$ cat src/design/diff_drive_odometry_top_macros.svh
// Assertion macros shared by the odometry block.
`ifndef DIFF_DRIVE_ODOMETRY_TOP_MACROS_SVH
`define DIFF_DRIVE_ODOMETRY_TOP_MACROS_SVH
`ifndef SYNTHESIS
`define DDO_ASSERT(label, clk, rst, prop, msg) \
  label: assert property (@(posedge clk) disable iff (rst) prop) else $error(msg);
`define DDO_ASSERT_NEVER(label, clk, rst, cond, msg) \
  `DDO_ASSERT(label, clk, rst, !(cond), msg)
`else
`define DDO_ASSERT(label, clk, rst, prop, msg)
`define DDO_ASSERT_NEVER(label, clk, rst, cond, msg)
`endif
`endif

$ cat src/design/ddo_pkg.sv
// Shared constants, types and tables of the odometry block.
package ddo_pkg;

  localparam int CORDIC_STEPS = 16;
  localparam int ATAN_LEN = 30;
  localparam int ATAN_IDX_W = $clog2(ATAN_LEN);
  localparam int DIV_Q_W = 32;
  localparam int DIV_CNT_W = $clog2(DIV_Q_W);

  localparam int CFG_IDX_W = 2;
  localparam logic [CFG_IDX_W-1:0] CFG_METERS_PER_TICK = 2'd0;
  localparam logic [CFG_IDX_W-1:0] CFG_LEFT_TRIM = 2'd1;
  localparam logic [CFG_IDX_W-1:0] CFG_INV_BASE = 2'd2;

  localparam logic [31:0] RST_METERS_PER_TICK = 32'd686975;
  localparam logic [17:0] RST_LEFT_TRIM = 18'd65674;
  localparam logic [23:0] RST_INV_BASE = 24'd233785;

  localparam logic [29:0] TURN_PER_RAD = 30'd683565276;
  localparam logic signed [33:0] CORDIC_GAIN = 34'sd652032874;
  localparam logic [19:0] VEL_SCALE = 20'd1000000;

  typedef enum logic [3:0] {
    OP_TRIM, OP_LH, OP_LL, OP_RH, OP_RL, OP_ROT, OP_TL, OP_TH, OP_CX, OP_SY
  } mul_op_t;

  typedef struct packed {
    logic                  load;
    logic                  issue;
    mul_op_t               op;
    logic                  cordic_init;
    logic                  cordic_step;
    logic [ATAN_IDX_W-1:0] iter;
    logic                  div_start;
    logic                  commit;
  } ddo_cmd_t;

  typedef struct packed {
    logic div_busy;
  } ddo_status_t;

  typedef struct packed {
    logic                 we;
    logic [CFG_IDX_W-1:0] index;
    logic [31:0]          data;
  } ddo_cfg_wr_t;

  function automatic logic [31:0] atan_angle(input logic [ATAN_IDX_W-1:0] i);
    logic [31:0] v;
    unique case (i)
      5'd0:  v = 32'h20000000;
      5'd1:  v = 32'h12E4051E;
      5'd2:  v = 32'h09FB385B;
      5'd3:  v = 32'h051111D4;
      5'd4:  v = 32'h028B0D43;
      5'd5:  v = 32'h0145D7E1;
      5'd6:  v = 32'h00A2F61E;
      5'd7:  v = 32'h00517C55;
      5'd8:  v = 32'h0028BE53;
      5'd9:  v = 32'h00145F2F;
      5'd10: v = 32'h000A2F98;
      5'd11: v = 32'h000517CC;
      5'd12: v = 32'h00028BE6;
      5'd13: v = 32'h000145F3;
      5'd14: v = 32'h0000A2FA;
      5'd15: v = 32'h0000517D;
      5'd16: v = 32'h000028BE;
      5'd17: v = 32'h0000145F;
      5'd18: v = 32'h00000A30;
      5'd19: v = 32'h00000518;
      5'd20: v = 32'h0000028C;
      5'd21: v = 32'h00000146;
      5'd22: v = 32'h000000A3;
      5'd23: v = 32'h00000051;
      5'd24: v = 32'h00000029;
      5'd25: v = 32'h00000014;
      5'd26: v = 32'h0000000A;
      5'd27: v = 32'h00000005;
      5'd28: v = 32'h00000003;
      5'd29: v = 32'h00000001;
      default: v = 32'h00000000;
    endcase
    return v;
  endfunction

endpackage

$ cat src/design/ddo_ctrl.sv
// Sequencer that steps the datapath through one odometry update.
module ddo_ctrl import ddo_pkg::*; (
  input  logic        clk,
  input  logic        rst,
  input  logic        in_valid,
  input  logic        out_ready,
  input  ddo_status_t status,
  output logic        in_ready,
  output logic        out_valid,
  output ddo_cmd_t    cmd
);

  typedef enum logic [3:0] {
    S_IDLE, S_OP, S_W1, S_W2, S_CINIT, S_CITER, S_DGO, S_DWAIT, S_COMMIT
  } state_t;

  state_t                state;
  mul_op_t               op;
  logic [ATAN_IDX_W-1:0] iter;

  function automatic mul_op_t next_op(input mul_op_t o);
    mul_op_t n;
    unique case (o)
      OP_TRIM: n = OP_LH;
      OP_LH:   n = OP_LL;
      OP_LL:   n = OP_RH;
      OP_RH:   n = OP_RL;
      OP_RL:   n = OP_ROT;
      OP_ROT:  n = OP_TL;
      OP_TL:   n = OP_TH;
      OP_CX:   n = OP_SY;
      default: n = OP_TRIM;
    endcase
    return n;
  endfunction

  always_comb begin
    in_ready         = (state == S_IDLE);
    cmd.load         = (state == S_IDLE) && in_valid;
    cmd.issue        = (state == S_OP);
    cmd.op           = op;
    cmd.cordic_init  = (state == S_CINIT);
    cmd.cordic_step  = (state == S_CITER);
    cmd.iter         = iter;
    cmd.div_start    = (state == S_DGO);
    cmd.commit       = (state == S_COMMIT) && (!out_valid || out_ready);
  end

  always_ff @(posedge clk) begin
    if (rst) begin
      state     <= S_IDLE;
      op        <= OP_TRIM;
      iter      <= '0;
      out_valid <= 1'b0;
    end else begin
      if (cmd.commit) begin
        out_valid <= 1'b1;
      end else if (out_ready) begin
        out_valid <= 1'b0;
      end
      unique case (state)
        S_IDLE: if (in_valid) begin
          op    <= OP_TRIM;
          state <= S_OP;
        end
        S_OP: state <= S_W1;
        S_W1: state <= S_W2;
        S_W2: begin
          if (op == OP_TH) begin
            state <= S_CINIT;
          end else if (op == OP_SY) begin
            state <= S_DGO;
          end else begin
            op    <= next_op(op);
            state <= S_OP;
          end
        end
        S_CINIT: begin
          iter  <= '0;
          state <= S_CITER;
        end
        S_CITER: begin
          if (iter == ATAN_IDX_W'(CORDIC_STEPS - 1)) begin
            op    <= OP_CX;
            state <= S_OP;
          end else begin
            iter <= iter + 1'b1;
          end
        end
        S_DGO: state <= S_DWAIT;
        S_DWAIT: if (!status.div_busy) begin
          state <= S_COMMIT;
        end
        S_COMMIT: if (!out_valid || out_ready) begin
          state <= S_IDLE;
        end
        default: state <= S_IDLE;
      endcase
    end
  end

endmodule

$ cat config.mk
export PLATFORM = sky130hd
export DESIGN_NAME = ddo_ctrl
export DESIGN_NICKNAME = d
export VERILOG_FILES = /design/src/design/diff_drive_odometry_top_macros.svh /design/src/design/ddo_pkg.sv /design/src/design/ddo_ctrl.sv
export SDC_FILE = /design/constraint.sdc
export NUM_CORES = 1
export LEC_CHECK = 0
export ABC_AREA = 1
export CAP_MARGIN = 20
export CORE_UTILIZATION = 48
export DETAILED_ROUTE_END_ITERATION = 8
export DONT_BUFFER_PORTS = 1
export HOLD_SLACK_MARGIN = 0.05
export SYNTH_ARGS = -nofsm -noshare
export SYNTH_HDL_FRONTEND = slang
export SYNTH_SLANG_ARGS = --single-unit
export TNS_END_PERCENT = 1
$ cat constraint.sdc
create_clock -name clk -period 5.77 [get_ports clk]
set_clock_uncertainty 0.15 [all_clocks]
set_input_delay 0.8655 -clock clk [delete_from_list [all_inputs] [get_ports clk]]
set_output_delay 0.8655 -clock clk [all_outputs]
set_load 0.01 [all_outputs]
After elaboration in Yosys (flattened, before gate mapping)
Memories as Yosys holds them, arrays and structs flattened. A register that Yosys moved wholly into a read port is not among the register bits. Cells that the tools add are included.

Add/sub/neg operators: 1. Eq/ne operators: 18. Muxes and demuxes: 18. Reductions and logical operators: 11.

Operators with widths (number): two-way mux 4 bit (10); case mux 4 bit (9 select lines) (1); == test 4 x 3 -> 1 bit, second input constant (5); case mux 4 bit (3 select lines) (1); inequality test 2 bit, second input constant (5); case mux 5 bit (2 select lines) (1); == test 4 x 2 -> 1 bit, second input constant (2); == test 4 bit, second input constant (2); two-way mux 3 bit (2); adder 5 x 1 -> 5 bit, second input constant (1); == test 5 x 4 -> 1 bit, second input constant (1); two-way mux 5 bit (1); AND reduction 5 bit (1); == test 4 x 1 -> 1 bit, second input constant (1); logical NOT 4 bit (1); inequality test 2 x 1 -> 1 bit, second input constant (2); AND reduction 4 bit (1); nonzero test 2 bit (2); nonzero test 3 bit (1); logical AND 1 bit (2); two-way mux 1 bit (2); AND reduction 2 bit (1); logical NOT 1 bit (1); logical OR 1 bit (1).

Register bits after elaboration: 14. ROM bits: 64. Input bits: 5. Output and inout port bits: 17. Word-level logic and storage cells: 53. Memories kept: 1.

Memories: (name not given) (depth 16, bits a word 4, rd ports 1, clocked after memory_dff 1, write ports 0, line ddo_ctrl.sv:23) `unique case (o)`.

Depth between registers and ports, before layout
Gate-level depths: netlist (run 1).

Depth after elaboration: 6. Gate-level depth with buffers: 17. Gate-level depth less buffers: 17.

Least setup slack after synthesis (run 1)
Ideal clock, no wire load.

Kind: input port to flip-flop. Start: input in_valid. End: register with a tool-made name. Setup time: 0.109 ns. Arrival: 1.848 ns. Data required time: 5.511 ns. Setup slack: 3.663 ns. Stages on the path: 11. Path buffers: 0. Path through: inv_1 -> nand3_1 -> nand2_1 -> inv_2 -> nand3_4 -> nand2_1 -> a21oi_2 -> inv_1 -> ha_1 -> nand2_1 -> inv_1.

RTL lines: from (decl) (line ddo_ctrl.sv:5) `input logic in_valid,`.

==> results.md, run 1 <==
* DRT Wirelength at 2140 um
* Mapped Cells at 155
* Hold path depth at 2
* Residual DRC at 0
* Worst vdd ir at 0.171 mV
* CP Data Required Time at 4.75 ns
* Worst Setup End Kind: output port
* Max_cap viols at 0
* Comb pwr share at 0.304
* CP Class: reg -> out
* Outcome: completed
* P_int at 0.000214 W
* Sw Share at 0.368
* Worst setup SP type: register
* Rows at 16
* Initial antenna violation count at 0
* Port buffer count at 0
* Post-CTS resize count at 0
* Clock root buffer: clkbuf_4
* Fraction of the mapped netlist area in compound gates at 0.0825
* Core ar. at 2040 um^2
* Area of the multi-input gates at 582 um^2
* Largest net degree at the start of global routing at 11
* RSZ-0062 raised after global routing: false
* CTS tree: yes
* Initial DRC count at 17
* DIE AREA at 2440 um^2
* Ratio of cells with drive above 1 in the final layout at 0.195
* Filler cells at 220
* Critical Path Source: state[1]
* Antenna fix cells at 0
* NetSw at 0.000125 W
* Final core utilization at 0.562
* Layout area overhead at 6.50%
* CP Max Fanout at 6
* # setup viols final at 0
* Clk slew on worst S/H paths at 0.10 ns
* GRT Total Usage at 0.201
* Die X-Extent at 49.4 um
* Hold buffers post-CTS at 0
* Post-Syn Area at 1080 um^2
* Overflow after GRT at 0
* Sequential Area at 360 um^2
* Crit path time final at 2.34 ns
* Leak at 0.576 nW
* Final hold violation count at 0
* Ports at 22
* Simple-gate share of the synthesized area at 0.400
* Worst Max-Slew Pin Slew at 0.639 ns
* Sequential share of the synthesized area at 0.334
* Hpwl dp at 1700 um
* Synth Area per Inst at 6.95 um^2
* Worst Reg-to-Reg Cells at 15
* Largest family of logic cells by synthesized area: simple AND/OR/NAND/NOR gates
* Starting Density at 0.528
* Routed length per instance at 11.5 um
* Synth Area in XOR/XNOR at 0
* Die extent in y at 49.4 um
* First-pass GRT wire length at 3810 um
* CP Data Arrival Time at 1.33 ns
* Clk Latency, worst-skew pair at 0.30 ns
* RR Startpoint: iter[0]
* TritonRoute pass-1 iters at 4
* Clock sink count at 18
* Max-slew headroom at 0.570
* Vias per std cell at 5.17
* Final Cycle Share at 0.406
* Yosys cell types at 24
* Max Root-Sink Buffers at 2
* Adder-Cell Fraction of Synth Area at 0.0581
* Fin Hold WS at 0.359 ns
* Reg power frac at 0.465
* CTS H-tree depth at 1
* Yosys reg bits at 18
* Routed via count at 961
* Power share of the clock group at 0.231
* Vias in the first global route at 914
* Cell area power density at 295 nW/um^2
* Antenna viol nets, final at 0
* Synth warnings at 0
* Nets@finish at 170
* CTS buffer count at 3
* Mux share of post-synthesis cell area at 0
* Fin Setup TNS at 0 ns
* Post-CTS Setup Bufs at 0
* Slew Viols, Final at 0
* Worst hold path type: reg -> reg
* Synthesized net count at 165
* Fmax at 427 MHz
* GPL Wtd Cong at 0.846
==> cells in the mapped netlist <==
library cell  count  area [um^2]
nor4_2            1         12.5
nand3_4           1         17.5
a21oi_1           8         40.0
o2111ai_1         1         8.76
clkinv_1          1         3.75
nand2_4           1         11.3
nor2_4            2         22.5
nand3_2           5         50.1
nand4_1           5         31.3
nand3_1           6         30.0
nand2_2           6         37.5
ha_1              5         62.6
o21ai_0           3         15.0
nor3_1            2         10.0
dfxtp_1          18          360
a31oi_1           1         6.26
nand2_1          32          120
inv_2             6         22.5
inv_1            29          109
nor4_1            1         6.26
nor2_2            4         25.0
a21oi_2           1         8.76
o211a_1           1         10.0
nor2_1           15         56.3
==> worst paths after layout <==
kind / to / slack (ns)
worst max-delay path: cmd[0] / 3.43
worst min-delay path: op[1] / 0.36
worst max register to register: register / 3.52
worst min register to register: op[1] / 0.36
==> power groups by stage <==
stage	Sequential (W)	Combinational (W)	Clock, W
floorplan	0.000156	0.0000876	0
global placement	0.000160	0.000102	0
detailed placement	0.000160	0.000103	0
CTS	0.000157	0.000104	0.0000817
global route	0.000159	0.000119	0.0000860
finish	0.000157	0.000103	0.0000783
==> layout make-up <==
cell class | count | share of cell area
sequential | 18 | 0.314
tap | 27 | 0.0294
clock buffer | 4 | 0.0316
multi-input combinational | 101 | 0.507
inverter | 36 | 0.118
==> cell usage in the layout (no fill, tap or decap), types with 2 or more instances in the layout <==
master     n
nand3_2    5
dfxtp_1   18
nor2_1    15
nand4_1    5
nand2_2    6
nor2_2     4
nor3_1     2
ha_1       5
nand3_1    6
o21ai_0    3
inv_1     29
nand2_1   32
nor2_4     2
clkbuf_4   3
a21oi_1    8
inv_2      6
==> layer usage <==
metal	track usage	vias to the layer above	routed length, um
li1	-	495	-
met4	0.0524	0	19
met2	0.358	25	1010
met3	0.0717	4	104
met5	0	-	0
met1	0.225	437	1010
==> critical path, stage by stage, from the launching register on <==
cell	delay [ns]
dfxtp_1	0.38
nor2_1	0.27
nand3_1	0.17
nor2_1	0.22
==> stage by stage <==
stage                     std cells  cell area [um^2]  worst slack, ns  power (W)
after floorplan                 155              1080             3.66   0.000244
after global placement          182              1110             3.57   0.000263
after detailed placement        182              1110             3.51   0.000263
after CTS                       186              1150             3.43   0.000343
after global routing            186              1150             3.27   0.000364
final                           186              1150             3.43   0.000338
==> cell families after synthesis <==
kind of cell             Yosys count
AND/OR/NAND/NOR                   81
buffers and inverters             36
flip-flops                        18
AO/OA/AOI/OAI                     15
adder cells (fa/ha/maj)            5
No activity file was read; power rests on OpenSTA's default activity.
==> inputs of run 2 (changes only) <==
--- a/config.mk
+++ b/config.mk
@@ -5,12 +5,13 @@
 export SDC_FILE = /design/constraint.sdc
 export NUM_CORES = 1
 export LEC_CHECK = 0
-export ABC_AREA = 1
+export ABC_AREA = 0
 export CAP_MARGIN = 20
 export CORE_UTILIZATION = 48
 export DETAILED_ROUTE_END_ITERATION = 8
 export DONT_BUFFER_PORTS = 1
 export HOLD_SLACK_MARGIN = 0.05
+export PLACE_DENSITY = 0.65
 export SYNTH_ARGS = -nofsm -noshare
 export SYNTH_HDL_FRONTEND = slang
 export SYNTH_SLANG_ARGS = --single-unit
==> constraint.sdc (replaced) <==
create_clock -name clk -period 1.9 [get_ports clk]
set_clock_uncertainty 0.15 [all_clocks]
set_input_delay 0.285 -clock clk [delete_from_list [all_inputs] [get_ports clk]]
set_output_delay 0.285 -clock clk [all_outputs]
set_load 0.01 [all_outputs]
==> run 2 against run 1 <==
  * The run now ends with hold timing, setup timing left
  * First-iteration DRC count decreased by 5.9%
  * Critical path depth rose by 10
  * Setup slack worse by 3.7 ns
  * Combinational power is 59% higher
  * Synthesized cell count is 23% lower
  * Clock power rose to 2.6 times the previous value
  * Worst hold slack got worse by 0.47 ns
  * Global-route usage is 2.4 points higher
  * Largest power group unchanged
==> results.md, run 2 <==
* Synth warnings at 0
* Sw Share at 0.280
* GPL Wtd Cong at 0.861
* Worst Reg-to-Reg Cells at 13
* Nets@finish at 169
* Port buffer count at 0
* Layout area overhead at 40.2%
* CTS tree: yes
* Slew Viols, Final at 0
* Vias per std cell at 5.32
* Reg power frac at 0.516
* Worst hold path type: in -> reg
* CP Data Arrival Time at 2.30 ns
* Worst Max-Slew Pin Slew at 0.353 ns
* Yosys reg bits at 18
* Commonest non-fill, non-tap cells in the layout: buf_4 (38), dfxtp_1 (12), nand2_1 (10), nor2_1 (8), a21oi_1 (8)
* Crit path time final at 2.21 ns
* Crit-path cells: ha_4 > and3_4 > ha_4 > and3b_1 > o21ai_2 > o21ai_2 > a22oi_2 > nor2_2 > inv_2 > ha_4 > inv_2 > o21ai_2 > o31a_1
* First-pass GRT wire length at 4240 um
* Die extent in y at 48.9 um
* Filler cells at 153
* DIE AREA at 2390 um^2
* Dpl cell area at 1380 um^2
* Synthesized net count at 130
* Clk Latency, worst-skew pair at 0.29 ns
* CTS buffer count at 3
* WL met2 at 1280 um
* Clk slew on worst S/H paths at 0.11 ns
* Power share of the clock group at 0.271
* DRT met1 WL at 1170 um
* Hpwl dp at 1920 um
* Max Root-Sink Buffers at 2
* Ratio of cells with drive above 1 in the final layout at 0.494
* Synth area leaders: dfxtp_1 (34%), ha_1 (5.9%), nor2_1 (4.3%)
* Highest routed layer: met4
* Ports at 22
* Final worst slack at -0.310 ns
* Most common cell after layout, fill and taps aside: buf_4
* Sequential share of the synthesized area at 0.341
* Cell area power density at 517 nW/um^2
* Post-synth top cells: dfxtp_1 (18), nor2_1 (12), nand2_1 (10), a21oi_1 (8), inv_1 (7)
* Core ar. at 2020 um^2
* Sequential Area at 375 um^2
* GRT Total Usage at 0.225
* Fin Hold WS at -0.114 ns
* CP Data Required Time at 1.99 ns
* Violated checks: hold timing, setup timing
* TritonRoute pass-1 iters at 4
* Antenna fix cells at 0
* Hold buffers post-CTS at 1
* Synth area leader: dfxtp_1
* Starting Density at 0.522
* Final Cycle Share at 1.16
* Number of synthesized flops with an enable pin at 0
* Yosys cell types at 42
* Initial antenna violation count at 0
* Routed via count at 984
* Worst setup SP type: register
* Max_cap viols at 0
* Overflow after GRT at 0
* Vias in the first global route at 985
* Initial DRC count at 16
* Worst Setup End Kind: register
* Finished Cell Area at 1480 um^2
* Final core utilization at 0.732
* Final hold violation count at 9
* # setup viols final at 10
* Async S/R FF share, synth at 0
* Residual DRC at 0
* CP Class: reg -> reg
* Hold path depth at 1
* Ys flop type: dfxtp_1
* RSZ-0062 raised after global routing: true
* Antenna viol nets, final at 0
* Clock root buffer: clkbuf_4
* NetSw at 0.000214 W
* P_int at 0.000551 W
* Max-slew headroom at 0.763
* Routed length per instance at 13.8 um
* WL met3 at 80 um
* Leak at 0.606 nW
* Clock sink count at 18
* Comb pwr share at 0.214
* DRT Wirelength at 2550 um
* CP Max Fanout at 3
* CP peak stage delay at 0.38 ns
* Largest net degree at the start of global routing at 17
* Area of the multi-input gates at 723 um^2
* Synth Area per Inst at 8.80 um^2
* CTS H-tree depth at 1
* Die X-Extent at 48.9 um
* Rows at 16
* Outcome: finished with violations
* Post-Syn Area at 1060 um^2
* Count leader, synth: dfxtp_1
* Fmax at 453 MHz
* Slowest library cell on the worst path: dfxtp_4
* Mapped Cells at 120
* Worst vdd ir at 0.668 mV
* Synth top area share at 0.341
run 2: cell count changes after synthesis, moves of 3 or more:
cell and change:
and3_1 +3, nand2_2 -6, nor2_1 -3, inv_2 -6, nand4_1 -3, nor3_1 +3, xor2_1 +3, nand3_2 -4
nand2_1 -22, inv_1 -22, nand2b_1 +6, nor2_2 -3
run 2: cell families (layout without fill, tap and decap cells):
kind of cell,Yosys count,count (layout),synth area share
simple gates,61,61,0.347
buf+inv,12,50,0.0557
xor+xnor,3,3,0.0249
compound gates,19,19,0.141
flops,18,18,0.341
fa+ha+maj,5,5,0.0592
mux,2,2,0.0308
run 2: worst paths after layout:
path / start / endpoint / slack, ns
worst max-delay path: iter[0] / register / -0.31
worst max register to register: iter[0] / register / -0.31
worst min-delay path: rst / op[0] / -0.11
worst min register to register: out_valid / out_valid / 0.43
run 2: repair_timing:
| action | CTS | global route |
|---|---|---|
| hold endpoints to repair | 14 | 13 |
| pin swaps | 5 | 10 |
| gates resized for setup | 6 | 15 |
| endpoints found under the setup margin | 11 | 16 |
| setup buffers | 1 | 0 |
run 2: cell type report:
type,count,share of cell area
tap,27,0.0228
multi-input combinational,90,0.489
timing repair buffer,39,0.199
sequential,18,0.254
inverter,7,0.0178
clock buffer,4,0.0178
run 2: power by group through the flow:
stage	registers (W)	clock network (W)	logic [W]
2_1_floorplan	0.000396	0	0.0000954
3_5_place_dp	0.000402	0	0.000150
5_1_grt	0.000396	0.000232	0.000177
6_report	0.000394	0.000207	0.000164
4_1_cts	0.000394	0.000207	0.000160
3_3_place_gp	0.000401	0	0.000147
run 2: metrics by stage:
stage | worst slack [ns] | total power, W | instances | hold WS, ns | TNS, ns
finish | -0.310 | 0.000765 | 185 | -0.114 | -1.67
global placement | -0.299 | 0.000548 | 179 | 0.201 | -1.18
global route | -0.425 | 0.000805 | 185 | -0.136 | -2.46
detailed placement | -0.398 | 0.000552 | 179 | 0.201 | -1.55
floorplan | -0.330 | 0.000491 | 120 | 0.205 | -1.16
CTS | -0.336 | 0.000761 | 185 | -0.114 | -2.06
run 2: critical path: cells and delay by family, from the launching register on:
kind | cells | cell delay (ns)
AOI/OAI and AO/OA | 5 | 0.72
and+or+nand+nor | 3 | 0.43
DFF | 1 | 0.38
adders and majority gates | 3 | 0.38
buffers and inverters | 2 | 0.10
run 2: metal layers:
metal	vias up	GRT usage
met5	-	0
met4	0	0.0490
met3	2	0.0280
met2	18	0.414
met1	464	0.278
li1	500	-
